===== src/rtl/rvid_pkg.sv =====
package rvid_pkg;

	// major opcodes
	localparam logic [6:0] OP_R      = 7'b0110011;
	localparam logic [6:0] OP_IMM    = 7'b0010011;
	localparam logic [6:0] OP_LOAD   = 7'b0000011;
	localparam logic [6:0] OP_JALR   = 7'b1100111;
	localparam logic [6:0] OP_SYS    = 7'b1110011;
	localparam logic [6:0] OP_STORE  = 7'b0100011;
	localparam logic [6:0] OP_BRANCH = 7'b1100011;
	localparam logic [6:0] OP_LUI    = 7'b0110111;
	localparam logic [6:0] OP_AUIPC  = 7'b0010111;
	localparam logic [6:0] OP_JAL    = 7'b1101111;

	localparam logic [6:0]  F7_BASE = 7'b0000000;
	localparam logic [6:0]  F7_ALT  = 7'b0100000;
	localparam logic [31:0] U_MASK  = 32'hFFFF_F000;

	// format codes
	localparam logic [2:0] FMT_R = 3'd0;
	localparam logic [2:0] FMT_I = 3'd1;
	localparam logic [2:0] FMT_S = 3'd2;
	localparam logic [2:0] FMT_B = 3'd3;
	localparam logic [2:0] FMT_U = 3'd4;
	localparam logic [2:0] FMT_J = 3'd5;
	localparam logic [2:0] FMT_X = 3'd6;

	// instruction identity codes
	localparam logic [5:0] ID_ADD      = 6'd0;
	localparam logic [5:0] ID_SUB      = 6'd1;
	localparam logic [5:0] ID_SLL      = 6'd2;
	localparam logic [5:0] ID_SLT      = 6'd3;
	localparam logic [5:0] ID_SLTU     = 6'd4;
	localparam logic [5:0] ID_XOR      = 6'd5;
	localparam logic [5:0] ID_SRL      = 6'd6;
	localparam logic [5:0] ID_SRA      = 6'd7;
	localparam logic [5:0] ID_OR       = 6'd8;
	localparam logic [5:0] ID_AND      = 6'd9;
	localparam logic [5:0] ID_ADDI     = 6'd10;
	localparam logic [5:0] ID_SLLI     = 6'd11;
	localparam logic [5:0] ID_SLTI     = 6'd12;
	localparam logic [5:0] ID_SLTIU    = 6'd13;
	localparam logic [5:0] ID_XORI     = 6'd14;
	localparam logic [5:0] ID_SRLI     = 6'd15;
	localparam logic [5:0] ID_SRAI     = 6'd16;
	localparam logic [5:0] ID_ORI      = 6'd17;
	localparam logic [5:0] ID_ANDI     = 6'd18;
	localparam logic [5:0] ID_LB       = 6'd19;
	localparam logic [5:0] ID_LH       = 6'd20;
	localparam logic [5:0] ID_LW       = 6'd21;
	localparam logic [5:0] ID_LBU      = 6'd22;
	localparam logic [5:0] ID_LHU      = 6'd23;
	localparam logic [5:0] ID_JALR     = 6'd24;
	localparam logic [5:0] ID_EBREAK   = 6'd25;
	localparam logic [5:0] ID_ECALL    = 6'd26;
	localparam logic [5:0] ID_SB       = 6'd27;
	localparam logic [5:0] ID_SH       = 6'd28;
	localparam logic [5:0] ID_SW       = 6'd29;
	localparam logic [5:0] ID_BEQ      = 6'd30;
	localparam logic [5:0] ID_BNE      = 6'd31;
	localparam logic [5:0] ID_BLT      = 6'd32;
	localparam logic [5:0] ID_BGE      = 6'd33;
	localparam logic [5:0] ID_BLTU     = 6'd34;
	localparam logic [5:0] ID_BGEU     = 6'd35;
	localparam logic [5:0] ID_LUI      = 6'd36;
	localparam logic [5:0] ID_AUIPC    = 6'd37;
	localparam logic [5:0] ID_JAL      = 6'd38;
	localparam logic [5:0] ID_UNK_R    = 6'd39;
	localparam logic [5:0] ID_UNK_I    = 6'd40;
	localparam logic [5:0] ID_UNK_LOAD = 6'd41;
	localparam logic [5:0] ID_UNK_ENV  = 6'd42;
	localparam logic [5:0] ID_UNK_S    = 6'd43;
	localparam logic [5:0] ID_UNK_B    = 6'd44;
	localparam logic [5:0] ID_UNK      = 6'd45;

	typedef struct packed {
		logic [31:0] instr_word;
		logic [31:0] fetch_pc;
	} req_t;

	typedef struct packed {
		logic [31:0]        out_pc;
		logic [31:0]        out_word;
		logic [6:0]         major_op;
		logic [2:0]         func3;
		logic [6:0]         func7;
		logic [4:0]         dest_reg;
		logic [4:0]         src_reg1;
		logic [4:0]         src_reg2;
		logic signed [31:0] immediate;
		logic [2:0]         format_code;
		logic [5:0]         instr_id;
	} rsp_t;

endpackage


===== src/rtl/rvid_decode.sv =====
module rvid_decode (
	input  rvid_pkg::req_t req,
	output rvid_pkg::rsp_t rsp
);
	import rvid_pkg::*;

	logic [31:0] w;
	logic [6:0]  op;
	logic [2:0]  f3;
	logic [6:0]  f7_raw;
	logic [6:0]  f7;
	logic [2:0]  fmt;
	logic        shift_imm;
	logic [31:0] imm;
	logic [5:0]  id;

	assign w         = req.instr_word;
	assign op        = w[6:0];
	assign f3        = w[14:12];
	assign f7_raw    = w[31:25];
	assign shift_imm = (op == OP_IMM) && (f3 == 3'd1 || f3 == 3'd5);
	assign f7        = (fmt == FMT_R || shift_imm) ? f7_raw : 7'd0;

	always_comb begin
		unique case (op)
			OP_R:                             fmt = FMT_R;
			OP_IMM, OP_LOAD, OP_JALR, OP_SYS: fmt = FMT_I;
			OP_STORE:                         fmt = FMT_S;
			OP_BRANCH:                        fmt = FMT_B;
			OP_LUI, OP_AUIPC:                 fmt = FMT_U;
			OP_JAL:                           fmt = FMT_J;
			default:                          fmt = FMT_X;
		endcase
	end

	always_comb begin
		unique case (fmt)
			FMT_I: imm = shift_imm ? {27'd0, w[24:20]} : {{20{w[31]}}, w[31:20]};
			FMT_S: imm = {{20{w[31]}}, w[31:25], w[11:7]};
			FMT_B: imm = {{19{w[31]}}, w[31], w[7], w[30:25], w[11:8], 1'b0};
			FMT_U: imm = w & U_MASK;
			FMT_J: imm = {{11{w[31]}}, w[31], w[19:12], w[20], w[30:21], 1'b0};
			default: imm = 32'd0;
		endcase
	end

	always_comb begin
		unique case (op)
			OP_R: begin
				unique case (f3)
					3'd0: id = (f7_raw == F7_BASE) ? ID_ADD :
						(f7_raw == F7_ALT) ? ID_SUB : ID_UNK_R;
					3'd1: id = ID_SLL;
					3'd2: id = ID_SLT;
					3'd3: id = ID_SLTU;
					3'd4: id = ID_XOR;
					3'd5: id = (f7_raw == F7_BASE) ? ID_SRL :
						(f7_raw == F7_ALT) ? ID_SRA : ID_UNK_R;
					3'd6: id = ID_OR;
					default: id = ID_AND;
				endcase
			end
			OP_IMM: begin
				unique case (f3)
					3'd0: id = ID_ADDI;
					3'd1: id = ID_SLLI;
					3'd2: id = ID_SLTI;
					3'd3: id = ID_SLTIU;
					3'd4: id = ID_XORI;
					3'd5: id = (f7_raw == F7_BASE) ? ID_SRLI :
						(f7_raw == F7_ALT) ? ID_SRAI : ID_UNK_I;
					3'd6: id = ID_ORI;
					default: id = ID_ANDI;
				endcase
			end
			OP_LOAD: begin
				unique case (f3)
					3'd0: id = ID_LB;
					3'd1: id = ID_LH;
					3'd2: id = ID_LW;
					3'd4: id = ID_LBU;
					3'd5: id = ID_LHU;
					default: id = ID_UNK_LOAD;
				endcase
			end
			OP_JALR: id = ID_JALR;
			OP_SYS: begin
				if (f3 == 3'd0) begin
					id = w[20] ? ID_EBREAK : ID_ECALL;
				end else begin
					id = ID_UNK_ENV;
				end
			end
			OP_STORE: begin
				unique case (f3)
					3'd0: id = ID_SB;
					3'd1: id = ID_SH;
					3'd2: id = ID_SW;
					default: id = ID_UNK_S;
				endcase
			end
			OP_BRANCH: begin
				unique case (f3)
					3'd0: id = ID_BEQ;
					3'd1: id = ID_BNE;
					3'd4: id = ID_BLT;
					3'd5: id = ID_BGE;
					3'd6: id = ID_BLTU;
					3'd7: id = ID_BGEU;
					default: id = ID_UNK_B;
				endcase
			end
			OP_LUI:   id = ID_LUI;
			OP_AUIPC: id = ID_AUIPC;
			OP_JAL:   id = ID_JAL;
			default:  id = ID_UNK;
		endcase
	end

	always_comb begin
		rsp.out_pc      = req.fetch_pc;
		rsp.out_word    = w;
		rsp.major_op    = op;
		rsp.func3       = f3;
		rsp.func7       = f7;
		rsp.dest_reg    = w[11:7];
		rsp.src_reg1    = w[19:15];
		rsp.src_reg2    = w[24:20];
		rsp.immediate   = imm;
		rsp.format_code = fmt;
		rsp.instr_id    = id;
	end

endmodule


===== src/rtl/rv32i_instruction_decoder.sv =====
// rv32i decoder: start is registered into vld_s1, then into vld_s2, which drives the done strobe
// throughput one word per cycle; busy is never raised
// results appear for one cycle only and cannot be held off by the receiver
// arst_n clears the valid flags of both stages; payload registers are not reset
module rv32i_instruction_decoder (
	input  logic           clk,
	input  logic           arst_n,
	input  logic           start,
	output logic           busy,
	input  rvid_pkg::req_t req,
	output logic           done,
	output rvid_pkg::rsp_t rsp
);
	import rvid_pkg::*;

	// input stage
	req_t req_s1;
	logic vld_s1;
	// decoded result
	rsp_t dec;
	// result stage
	rsp_t rsp_s2;
	logic vld_s2;

	// nothing is kept between words, so a new word is taken every cycle
	assign busy = 1'b0;

	always_ff @(posedge clk or negedge arst_n) begin
		if (!arst_n) begin
			vld_s1 <= 1'b0;
			vld_s2 <= 1'b0;
		end else begin
			vld_s1 <= start;
			vld_s2 <= vld_s1;
		end
	end

	// payload capture, only when a word moves in
	always_ff @(posedge clk) begin
		if (start) begin
			req_s1 <= req;
		end
		if (vld_s1) begin
			rsp_s2 <= dec;
		end
	end

	// field split, format, immediate and identity code
	rvid_decode u_decode (
		.req (req_s1),
		.rsp (dec)
	);

	assign done = vld_s2;
	assign rsp  = rsp_s2;

endmodule


===== config.mk =====
export PLATFORM = sky130hd
export DESIGN_NAME = rv32i_instruction_decoder
export DESIGN_NICKNAME = d
export VERILOG_FILES = /design/src/rtl/rvid_pkg.sv /design/src/rtl/rvid_decode.sv /design/src/rtl/rv32i_instruction_decoder.sv
export SDC_FILE = /design/constraint.sdc
export NUM_CORES = 1
export LEC_CHECK = 0
export ABC_CLOCK_PERIOD_IN_PS = 3600
export CAP_MARGIN = 25
export CORE_ASPECT_RATIO = 2
export CORE_MARGIN = 2
export CORE_UTILIZATION = 35
export DETAILED_ROUTE_END_ITERATION = 10
export DONT_BUFFER_PORTS = 1
export PLACE_DENSITY = 0.52
export SLEW_MARGIN = 0
export SYNTH_ARGS = -nofsm -noshare
export SYNTH_HDL_FRONTEND = slang
export SYNTH_SLANG_ARGS = --single-unit

===== constraint.sdc =====
create_clock -name clk -period 3.6 [get_ports clk]
set_input_delay 0.72 -clock clk [delete_from_list [all_inputs] [get_ports clk]]
set_output_delay 0.72 -clock clk [all_outputs]
set_load 0.03 [all_outputs]

# After elaboration in Yosys (flattened, before gate mapping)
# Cells that the tools add are included.
# Widths: inputs -> output; s select.
# totals
ff_bits,203
in_bits,67
output_inout_bits,139
# op_classes
eq_ne,23
muxes,17
reduce_logical,8
# op_table
cell,count
$pmux 32 s5,1
$pmux 6 s7,2
$pmux 6 s10,1
$mux 6,7
$pmux 6 s6,1
$mux 32,1
$pmux 6 s5,1
$eq 7x6->1 const B,4
$eq 7x7->1 const B,4
$eq 3x3->1 const B,6
$pmux 3 s6,1
$pmux 6 s3,1
$eq 7x5->1 const B,2
$eq 3x2->1 const B,4
$eq 7x2->1 const B,1
$logic_not 7->1,1
$eq 3x1->1 const B,2
$logic_not 3->1,2
$reduce_or 4->1,1
$logic_or 1x1->1,2
$mux 2,1
$reduce_or 2->1,1
$logic_and 1x1->1,1

# Logic depth before layout (Yosys ltp)
# depth
word_depth,5
mapped_depth,12
mapped_depth_nobuf,9

# Modules after synthesis
# From an unflattened synthesis, not the netlist that was laid out.
# unflattened
hier_cells,535
hier_area_um2,8221.6
# modules_own_cells
mod,n_inst,cells_per_inst,area_each_um2,seq_area_each_um2
rv32i_instruction_decoder,1,205,6097.1,6085.8
rvid_decode,1,330,2124.5,0.0

# Worst setup path before layout
# OpenSTA, ideal clock, no wires.
# synth_timing
kind,flip-flop to flip-flop
startpoint,reg vld_s1
endpoint,"reg rsp_s2 (netlist bit rsp[0]), enable pin"
t_arrival_ns,2.573
t_required_ns,3.129
slack_ns,0.556
path_stages_with_launch,1
synth_period_minus_slack_ns,3.044
path_cell_list,dfrtp_1
# synth_lines
element,line_no,text
from (decl),rv32i_instruction_decoder.sv:18,logic vld_s1;
from (signal assigned),rv32i_instruction_decoder.sv:33,vld_s1 <= start;
to (signal assigned),rv32i_instruction_decoder.sv:44,rsp_s2 <= dec;
to (decl),rv32i_instruction_decoder.sv:22,rsp_t rsp_s2;
# No word-level cell between the ends.

# Final worst setup path
# layout_timing
startpoint,reg req_s1[38] (netlist name)
endpoint,reg rsp_s2 (netlist bit rsp[58]) (data pin)
# layout_between
elab_chain_len,5
word_cells_on_any_way,16
# layout_rtl
element,line_no,text
from (decl),rv32i_instruction_decoder.sv:17,req_t req_s1;
from (signal assigned),rv32i_instruction_decoder.sv:41,req_s1 <= req;
$eq 7x7->1 (tied with other cells),rvid_decode.sv:25,unique case (op)
$reduce_or 4->1 or $reduce_or 2->1 (tied branches),rvid_decode.sv:25,
$pmux 3 s6,rvid_decode.sv:25,
$logic_not 3->1,rvid_decode.sv:22,assign f7 = (fmt == FMT_R || shift_imm) ? f7_raw : 7'd0;
$logic_or 1x1->1 (*),rvid_decode.sv:22,
# Mark *: on every way between the ends. The rest lies on a longest branch, timed or not.
# A chain may end at the register's enable or synchronous reset.

==> results.toml <==
[outcome]
status = "finished clean"

[power_and_ir_drop]
p_int_mw = 3.50
switching_share = 0.271
vdd_drop_max_v = 0.000365
powerDensity_nw_per_um2 = 617
comb_power_share = 0.038
p_seq_frac = 0.593
switchingPower_mw = 1.30
pwr-share-clk = 0.369
leakagePower_nw = 2.53

[timing]
tns_ns = 0
hold_viol = 0
finClkSkew_ns = 0.00775
drv_slew = 0
holdWs_ns = 0.327
fmax_ghz = 0.316
min_period_ns = 3.16
worst_slack_ns = 0.436
tightestPinTransition_ns = 0.965
slew_headroom = 0.357
min_period_over_period = 0.879
rsz0062_at_grt = "no"
setup_viol = 0

[floorplanning]
dieArea_sq_um = 21400
die_h_microns = 205
row_count = 73
floorplan.initialDensity = 0.356
die_x_microns = 104
core_area_sq_um = 19800
ioPinCount = 206

[cells_and_area]
final_core_util = 0.393
final_layout_size_suffix_gt1_frac = 0.133
layout.nets = 517
diodes = 0
area_delta_synth_final_pct = 10.4

[routing]
drtIter0Drc = 363
drc = 0
drt_wl_total_mm = 16.4
vias = 3762
avgRoutedWirePerCell_microns = 22.8
dr.pass1.iters = 4
viasPerCell = 5.23
final_antenna_net_count = 0

[placement]
io_buffers = 0
place_ws_ns = 0.426
routabilityCongestion = 0.908
dp_hpwl_mm = 11.6

[global_routing]
grt_max_degree = 71
track_usage = 0.155
antenna_found_initial = 0
grt_pass1_vias = 3824
grt_overflow = 0
grt_pass1_wl_mm = 23.8

[setup_path]
crit_type = "reg -> reg"
cp.arrival_ns = 3.32
crit_fanout = 14
critPathRequiredTime_ns = 3.76
critPathLaunchType = "flip-flop"
cp-end-kind = "flip-flop"

[logic_synthesis]
avgSynthCellArea_sq_um = 15.4
ys_ff_latch = 178
synthDistinctLibCells = 58
synth_top_area_frac = 0.749
synth_nets = 531
ys_seq_area_frac = 0.756
synth_cells = 458
synth_area_leaders = "edfxtp_1, buf_4, a21oi_1, nand2_1, a21o_1"
synth.largest_area_cell = "edfxtp_1"
ys.flop_type = "edfxtp_1"
syn-cell-area_sq_um = 7060
async_flop_share = 0.0112
synth_warnings = 0
synth_common_cells = "edfxtp_1, nand2_1, a21oi_1"
synth_edf_count = 176
yosysMostFrequentCell = "edfxtp_1"

[clock_tree]
cts_tree = "yes"
post_cts_resized = 0
h-tree-depth = 4
cts_root_buf = "clkbuf_16"
numCtsBuffers = 17
clock_latency_ns = 0.44
cts.sinks = 178
clk_pin_slew_ns = 0.07
max-clock-path-buffers = 2

[worst_hold_path]
hp-class = "in -> reg"

[run]
cap_violations = 0
-- sequential cells by signal (all words and copies together) (netlist names) --
name and flops:
rsp 112, vld_s1 1, done 1, req_s1 64
-- cell families after synthesis --
| family | share of synthesized area |
|---|---|
| DFF | 0.756 |
| AOI/OAI and AO/OA | 0.0899 |
| buffers and inverters | 0.0464 |
| muxes | 0.00160 |
| other | 0.000531 |
| and+or+nand+nor | 0.0939 |
| xor gates and xnor gates | 0.00124 |
| adders and majority gates | 0.0106 |
-- per-stage QoR --
step | cell area (sq um) | total power [mW] | cells
after CTS | 7790 | 4.88 | 719
after global routing | 7790 | 4.99 | 719
final | 7790 | 4.80 | 719
after detailed placement | 7210 | 3.08 | 686
after global placement | 7210 | 3.07 | 686
after floorplan | 7060 | 3.01 | 458
-- critical path, stage by stage, from the launching register on --
cell,delay (ns)
edfxtp_1,0.57
and4b_4,0.30
o2111ai_4,0.32
ha_1,0.43
nand2_1,0.08
o21ai_0,0.41
a211oi_2,0.10
a31oi_1,0.55
nor2b_1,0.11
-- layout by cell type (no fill, tap or decap), types with 2 or more instances in the layout --
cell and count:
o21bai_1 2, a32oi_1 4, a31oi_1 5, a41oi_1 2, nand2b_1 4, edfxtp_1 176, nand3_1 6, a211o_1 2
a311o_1 2, nand4_1 3, a21oi_1 30, clkinv_2 4, or2_2 3, inv_6 6, o22ai_1 3, clkbuf_16 17
o21ai_0 12, ha_1 6, nor2_1 19, or4_1 2, inv_1 7, nor4_1 3, nand2_1 38, buf_4 13
nor3_1 14, nand3b_1 2, and2_1 9, o21ai_1 2, a211oi_2 2, o211ai_1 4, a21o_1 11, nor2b_1 10
-- final timing paths --
path / start / endpoint / slack (ns) / depth (start not counted)
min: start / vld_s1 / 0.33 / 0
min in group asynchronous: arst_n / vld_s1 / 0.52 / 1
min reg2reg: req_s1[7] / rsp[112] / 0.42 / 0
max reg2reg: req_s1[38] / rsp[58] / 0.44 / 8
max in group asynchronous: arst_n / vld_s1 / 2.94 / 1
max: req_s1[38] / rsp[58] / 0.44 / 8
-- layer usage --
layer / part of all wire / up-vias / GRT usage
li1: - / 1694 / -
met1: 0.33 / 1876 / 0.148
met2: 0.58 / 162 / 0.290
met3: 0.054 / 30 / 0.0458
met4: 0.035 / 0 / 0.0907
met5: 0 / - / 0
-- layout make-up --
| cell class | instances | area, sq um |
|---|---|---|
| timing repair buffer | 15 | 128 |
| clock inverter | 15 | 146 |
| inverter | 7 | 26.3 |
| fill | 1841 | 12000 |
| tap | 262 | 328 |
| clock buffer | 17 | 425 |
| multi-input combinational | 225 | 1400 |
| sequential | 178 | 5340 |
-- power by group through the flow --
stage | clock network [mW] | registers (mW) | logic, mW
after detailed placement | 0 | 2.90 | 0.181
after floorplan | 0 | 2.79 | 0.215
after CTS | 1.84 | 2.85 | 0.182
after global placement | 0 | 2.89 | 0.181
after global routing | 1.93 | 2.87 | 0.201
final | 1.77 | 2.85 | 0.183
-- timing repair --
item / CTS / global route
hold buffers: 1 / 0
setup buffers: 0 / 0
hold endpoints to repair: 2 / 0
Power figures use the tool's default switching activity.
